## src/ogpt_pkg.sv

```systemverilog
// shared types, constants and register codes for the grid point to tile unit
`timescale 1ns / 1ps
`default_nettype none
package ogpt_pkg;

  // coordinate width of points and tile indices
  localparam int CoordBits = 16;
  // every register holds two 16-bit halves
  localparam int HalfBits = 16;
  localparam int CfgBits = 32;
  localparam int CfgIdxBits = 3;
  // quotient magnitude width of the floor divider
  localparam int QuotBits = (CoordBits > HalfBits) ? CoordBits : HalfBits;

  typedef enum logic [CfgIdxBits-1:0] {
    CfgGridOrigin,
    CfgTileSize,
    CfgTileStep,
    CfgOddRowShift,
    CfgOddColumnShift,
    CfgTileCenter
  } cfg_idx_e;

  localparam logic [CfgBits-1:0] GridOriginRst = 32'h0000_0000;
  localparam logic [CfgBits-1:0] TileSizeRst = 32'h0010_0010;
  localparam logic [CfgBits-1:0] TileStepRst = 32'h0010_0010;
  localparam logic [CfgBits-1:0] OddRowShiftRst = 32'h0000_0000;
  localparam logic [CfgBits-1:0] OddColumnShiftRst = 32'h0000_0000;
  localparam logic [CfgBits-1:0] TileCenterRst = 32'h0008_0008;

  typedef struct packed {
    logic signed [CoordBits-1:0] point_x;
    logic signed [CoordBits-1:0] point_y;
  } point_t;

  typedef struct packed {
    logic signed [CoordBits-1:0] column;
    logic signed [CoordBits-1:0] row;
  } tile_t;

endpackage
`default_nettype wire

```

## src/ogpt_floor_div.sv

```systemverilog
// two-lane pipelined floor divider, one quotient bit per stage, with payload
`timescale 1ns / 1ps
`default_nettype none
module ogpt_floor_div #(
  parameter int QW = 16,
  parameter int PayBits = 32
) (
  input  wire logic                                  clk_i,
  input  wire logic                                  rst_ni,
  input  wire logic                                  valid_i,
  input  wire logic [1:0][QW:0]                      num_i,
  input  wire logic [1:0][ogpt_pkg::HalfBits-1:0]    den_i,
  input  wire logic [PayBits-1:0]                    pay_i,
  output logic                                       valid_o,
  output logic [1:0][QW:0]                           quot_o,
  output logic [PayBits-1:0]                         pay_o
);
  import ogpt_pkg::*;

  localparam int AccW = HalfBits + QW;

  logic               vld_q [QW];
  logic [PayBits-1:0] pay_q [QW];
  logic [1:0]         neg_q [QW];
  logic [AccW-1:0]    acc_q [QW][2];
  logic [AccW-1:0]    acc_d [QW][2];

  // one restoring step per stage and lane
  for (genvar k = 0; k < QW; k++) begin : g_stage
    for (genvar l = 0; l < 2; l++) begin : g_lane
      logic [AccW-1:0]   src;
      logic [HalfBits:0] top;
      logic [HalfBits:0] diff;
      logic              ge;
      logic [HalfBits-1:0] rem;
      if (k == 0) begin : g_first
        // floor of a negative numerator: divide its complement, complement back
        assign src = {{HalfBits{1'b0}},
                      (num_i[l][QW] ? ~num_i[l][QW-1:0] : num_i[l][QW-1:0])};
      end else begin : g_next
        assign src = acc_q[k-1][l];
      end
      assign top  = src[AccW-1:QW-1];
      assign diff = top - {1'b0, den_i[l]};
      assign ge   = (top >= {1'b0, den_i[l]});
      assign rem  = ge ? diff[HalfBits-1:0] : top[HalfBits-1:0];
      assign acc_d[k][l] = {rem, src[QW-2:0], ge};
    end

    // stage registers
    always_ff @(posedge clk_i or negedge rst_ni) begin
      if (!rst_ni) begin
        vld_q[k] <= 1'b0;
      end else begin
        vld_q[k] <= (k == 0) ? valid_i : vld_q[(k == 0) ? 0 : k-1];
      end
    end

    always_ff @(posedge clk_i) begin
      acc_q[k][0] <= acc_d[k][0];
      acc_q[k][1] <= acc_d[k][1];
      if (k == 0) begin
        pay_q[k] <= pay_i;
        neg_q[k] <= {num_i[1][QW], num_i[0][QW]};
      end else begin
        pay_q[k] <= pay_q[(k == 0) ? 0 : k-1];
        neg_q[k] <= neg_q[(k == 0) ? 0 : k-1];
      end
    end
  end

  // restore the sign of the floor quotient
  always_comb begin
    for (int l = 0; l < 2; l++) begin
      quot_o[l] = neg_q[QW-1][l] ? ~{1'b0, acc_q[QW-1][l][QW-1:0]}
                                 : {1'b0, acc_q[QW-1][l][QW-1:0]};
    end
  end

  assign valid_o = vld_q[QW-1];
  assign pay_o   = pay_q[QW-1];

endmodule
`default_nettype wire

```

## config.mk

```make
export PLATFORM = sky130hd
export DESIGN_NAME = ogpt_floor_div
export DESIGN_NICKNAME = d
export VERILOG_FILES = /design/src/ogpt_pkg.sv /design/src/ogpt_floor_div.sv
export SDC_FILE = /design/constraint.sdc
export NUM_CORES = 2
export LEC_CHECK = 0
export ABC_AREA = 1
export BUFFER_PORTS_ARGS = -buffer_cell sky130_fd_sc_hd__clkbuf_2
export CAP_MARGIN = 20
export CORE_AREA = 3 3 682 345
export CTS_CLUSTER_DIAMETER = 100
export CTS_CLUSTER_SIZE = 14
export DETAILED_ROUTE_END_ITERATION = 8
export DIE_AREA = 0 0 685 348
export GPL_ROUTABILITY_DRIVEN = 0
export PLACE_DENSITY = 0.5
export SLEW_MARGIN = 25
export SYNTH_ARGS = -nofsm -noshare
export SYNTH_HDL_FRONTEND = slang
export SYNTH_SLANG_ARGS = --single-unit
```

## constraint.sdc

```tcl
create_clock -name clk_i -period 2.44 [get_ports clk_i]
set_input_delay 0.244 -clock clk_i [delete_from_list [all_inputs] [get_ports clk_i]]
set_output_delay 0.244 -clock clk_i [all_outputs]
set_load 0.02 [all_outputs]
```

Yosys cells after proc, flatten, opt, wreduce, memory -nomap -nowiden
Memory sizes are Yosys's and may differ from the RTL's.
Cells that the tools add are included.
{ "totals": {"regBits": 16, "latch_bits": 0, "mem_bits_rw": 1568, "mem_bits_ro": 0, "in_bits": 101, "output_inout_bits": 67, "word_cells": 123, "n_memories": 3} }
{ "classes": {"add_sub_neg": 32, "n_mul": 0, "div_mod_pow": 0, "n_lt_le_gt_ge": 32, "n_eq_ne": 0, "shifts": 0, "muxes": 36, "bitwise": 4, "n_reduce_logical": 0} }
{ "memory_table": {"columns": ["memory", "words", "word_bits", "rd", "rd_clocked_by_memory_dff", "wr", "line", "text"], "rows": [
  ["acc_q", 16, 64, 16, 0, 16, "ogpt_floor_div.sv:25", "logic [AccW-1:0] acc_q [QW][2];"],
  ["pay_q", 16, 32, 16, 0, 16, "ogpt_floor_div.sv:23", "logic [PayBits-1:0] pay_q [QW];"],
  ["neg_q", 16, 2, 16, 0, 16, "ogpt_floor_div.sv:24", "logic [1:0] neg_q [QW];"]
]} }
{ "ops": {"columns": ["operator", "count"], "rows": [
  ["16-bit two-way mux", 34],
  ["17-bit by 16-bit >= comparator with 1-bit output", 30],
  ["16-bit subtractor", 30],
  ["17-bit two-way mux", 2],
  ["16-bit NOT with 17-bit output", 2],
  ["1-bit by 16-bit >= comparator with 1-bit output", 2],
  ["16-bit NOT", 2],
  ["1-bit by 16-bit subtractor with 16-bit output", 2]
]} }

Longest topological paths before layout
{ "logic_depth": {"word_depth": 4, "ltp_mapped": 15, "ltp_nobuf": 13} }

Worst setup path after synthesis
No wires, ideal clock.
{ "synth_timing": {"kind": "input to register", "startpoint": "input den_i[24] in the netlist's numbering", "endpoint": "memory acc_q[6][30] in the netlist's numbering", "setup_ns": 0.113, "arrival_time_ns": 2.009, "required_ns": 2.327, "slack_ns": 0.318, "stages": 12, "path_buffers": 1, "path_cell_list": "clkinv_1 ha_1 nand2_1 nor2_1 nand3_1 nand3_1 nand2_1 nand2_1 inv_1 buf_4 nand2_1 nand2_1"} }
{ "synth_lines": {"columns": ["element", "line", "text"], "rows": [
  ["from (decl)", "ogpt_floor_div.sv:12", "input wire logic [1:0][ogpt_pkg::HalfBits-1:0] den_i,"],
  ["to (decl)", "ogpt_floor_div.sv:25", null]
]} }

==> flow_summary.ini <==
[clocking]
clk_latency_ns = 0.76
cts.sinks = 1552
clock_path_buffers = 3
cts.clk_slew.worst_paths_ns = 0.08
cts_buffers = 121
htreeDepth = 3
ctsRootBufferMaster = clkbuf_16
cts_tree = done

[synth]
ys_warn_count = 0
synth-edff-count = 0
synthFlopType = dfxtp_1
synth_top_area_share = 0.446
syn-cell-area_mm2 = 0.0689
syn_area_per_cell_um2 = 7.53
ys_seq_area_frac = 0.452
synth_cells = 9152
yosysTopAreaCell = dfxtp_1
synth_seq_cells = 1552
synth_top_cells_by_area = dfxtp_1 (45%), nand2_1 (19%), ha_1 (8.8%)
synth_fp_nets = 9765
synth.distinct_cells = 46
synth-async-reset-ratio = 0.0103

[power_and_ir_drop]
leakage_nw = 42.2
ir_worst_vdd_uv = 686
p_per_area_mw_per_mm2 = 886
finalPower_mw = 69.6

[job]
maxCapViolCount = 0

[drt]
dr_total_vias = 55000
ant_nets = 0
post_drt_wl_per_cell_um = 14.2
drtIter0Drc = 3252
route.detailed.vias_per_inst = 4.33
finalWirelength_mm = 181
dr.pass1.iters = 6
drcViolationCount = 0

[sta]
fin_ws_ns = 0.141
relSlewSlack = 0.529
post-route-period-util = 0.942
setup_viol = 0
skew_ns = 0.0508
final-hold-violation-count = 0
slew_viol_final = 0
period_needed_ns = 2.30
worstMarginPinSlew_ns = 0.704
fmax_mhz = 435

[global_routing]
grt.overflow.total = 0
grt_max_degree = 20
grt_pass1_wl_mm = 286
antenna_found_initial = 5
grt_pass1_vias = 52500
grt_usage = 0.150

[worst_setup_path]
worstPathRequired_ns = 3.08
worstSetupPathType = input pin to flip-flop
worstSetupStartpointType = input pin
setup.worst_path.end_class = flip-flop
cp_max_fo = 4
critPathArrivalTime_ns = 2.94

[finish]
fin_area_mm2 = 0.0786
fin_nets = 10200
final_common_cell = nand2_1
area_growth_pct = 14.1
layout_common_cells = nand2_1 (3440), dfxtp_1 (1534), inv_1 (1387)
drive_gt1_frac = 0.0669

[floorplanning]
io_pins = 168
dieArea_mm2 = 0.238
dieWidth_um = 685
core-area_mm2 = 0.229
start_util = 0.301
num_rows = 124
die-height_um = 348

[placement]
place_hpwl_mm = 135
port_buffers = 167
pre_cts_slack_ns = -0.00379
place_area_mm2 = 0.0745

[min_path]
hp-class = input pin to flip-flop

[status]
status = complete, no violations
-- synth_stat cells, types with 16 or more instances --
master    instances
o21ai_0          29
nand3b_1         67
dfxtp_1        1536
buf_4            23
inv_1          1387
nor2_1          436
nand2_1        3440
nor2_4           18
xnor2_1          57
fa_1             28
ha_1            484
nand3_1         660
buf_6            35
nand3_2          27
nand2_2          33
a21oi_1         266
buf_2            36
xor2_1          185
dfrtp_1          16
or2_2            25
nor3_1          101
o21a_1           20
nand2_4          20
nand4_1         115
-- kinds of logic after synthesis --
family,count (synthesis),share of synthesized area
DFF,1552,0.452
and+or+nand+nor,5001,0.306
AOI/OAI and AO/OA,336,0.0259
adders and majority gates,512,0.0960
xor gates and xnor gates,242,0.0308
buffers and inverters,1509,0.0891
-- where the power goes --
group          total (mW)  leakage, nW  internal, mW  switching, mW
Combinational        22.0         27.7          7.99           14.0
Clock                17.6         1.53          8.76           8.84
Sequential           30.0         13.0          28.4           1.66
Total                69.6         42.2          45.1           24.5
-- metrics by stage --
step | hold WS (ns) | setup TNS, ns | utilization | instances
2_1_floorplan | -0.0516 | 0 | - | 9152
4_1_cts | 0.00704 | 0 | 0.343 | 12700
3_5_place_dp | 0.187 | -0.00379 | 0.326 | 12500
3_3_place_gp | 0.174 | 0 | 0.326 | 12500
6_report | 0.0856 | 0 | 0.344 | 12700
5_1_grt | 0.0698 | -0.0178 | 0.344 | 12700
-- critical path, cell delays in order --
cell and delay [ns]:
dlygate4sd3_1 0.54, clkbuf_2 0.12, nor2_1 0.12, nand2_1 0.07, inv_1 0.07, nand2_1 0.10, nor3_2 0.27, nand4_1 0.15
nor2_1 0.10, dlygate4sd3_1 0.55, nor2_1 0.05, dlygate4sd3_1 0.57
-- metal layers --
| metal | wire length [um] | up-vias | GRT usage |
|---|---|---|---|
| li1 | - | 29100 | - |
| met1 | 85800 | 24600 | 0.199 |
| met2 | 81900 | 1004 | 0.252 |
| met3 | 7830 | 269 | 0.0229 |
| met4 | 5450 | 4 | 0.0457 |
| met5 | 25 | - | 0 |
-- path summary, 6_finish.rpt --
check	startpoint	endpoint	slack, ns	cells past startpoint
max	den_i[2]	acc_q[0][61]	0.14	12
min	den_i[10]	acc_q[0][62]	0.09	5
max reg2reg	acc_q[4][52]	acc_q[5][57]	0.35	9
min reg2reg	acc_q[5][37]	acc_q[6][38]	0.28	0
max in group asynchronous	rst_ni	valid_o	1.33	3
min in group asynchronous	rst_ni	vld_q[13]	0.67	3
-- state kept, by name (all words and copies together), names as in the netlist --
register and count:
neg_q 32, valid_o 1, vld_q 15, acc_q 992, pay_q 512
-- repair_timing --
item	CTS	global route
hold buffers	93	0
resized for setup	1	3
hold endpoints to repair	114	0
buffers inserted	0	7
setup endpoints to repair	2	4
-- cell type report --
class | instances | area [um2]
fill | 24200 | 150000
multi-input combinational | 6091 | 31600
sequential | 1552 | 31200
inverter | 1395 | 5240
tap | 3087 | 3860
timing repair buffer | 447 | 3620
clock buffer | 125 | 3050
clock inverter | 5 | 55.1
antenna | 2 | 5.00
Note: power is estimated with default switching activity, not from simulation.
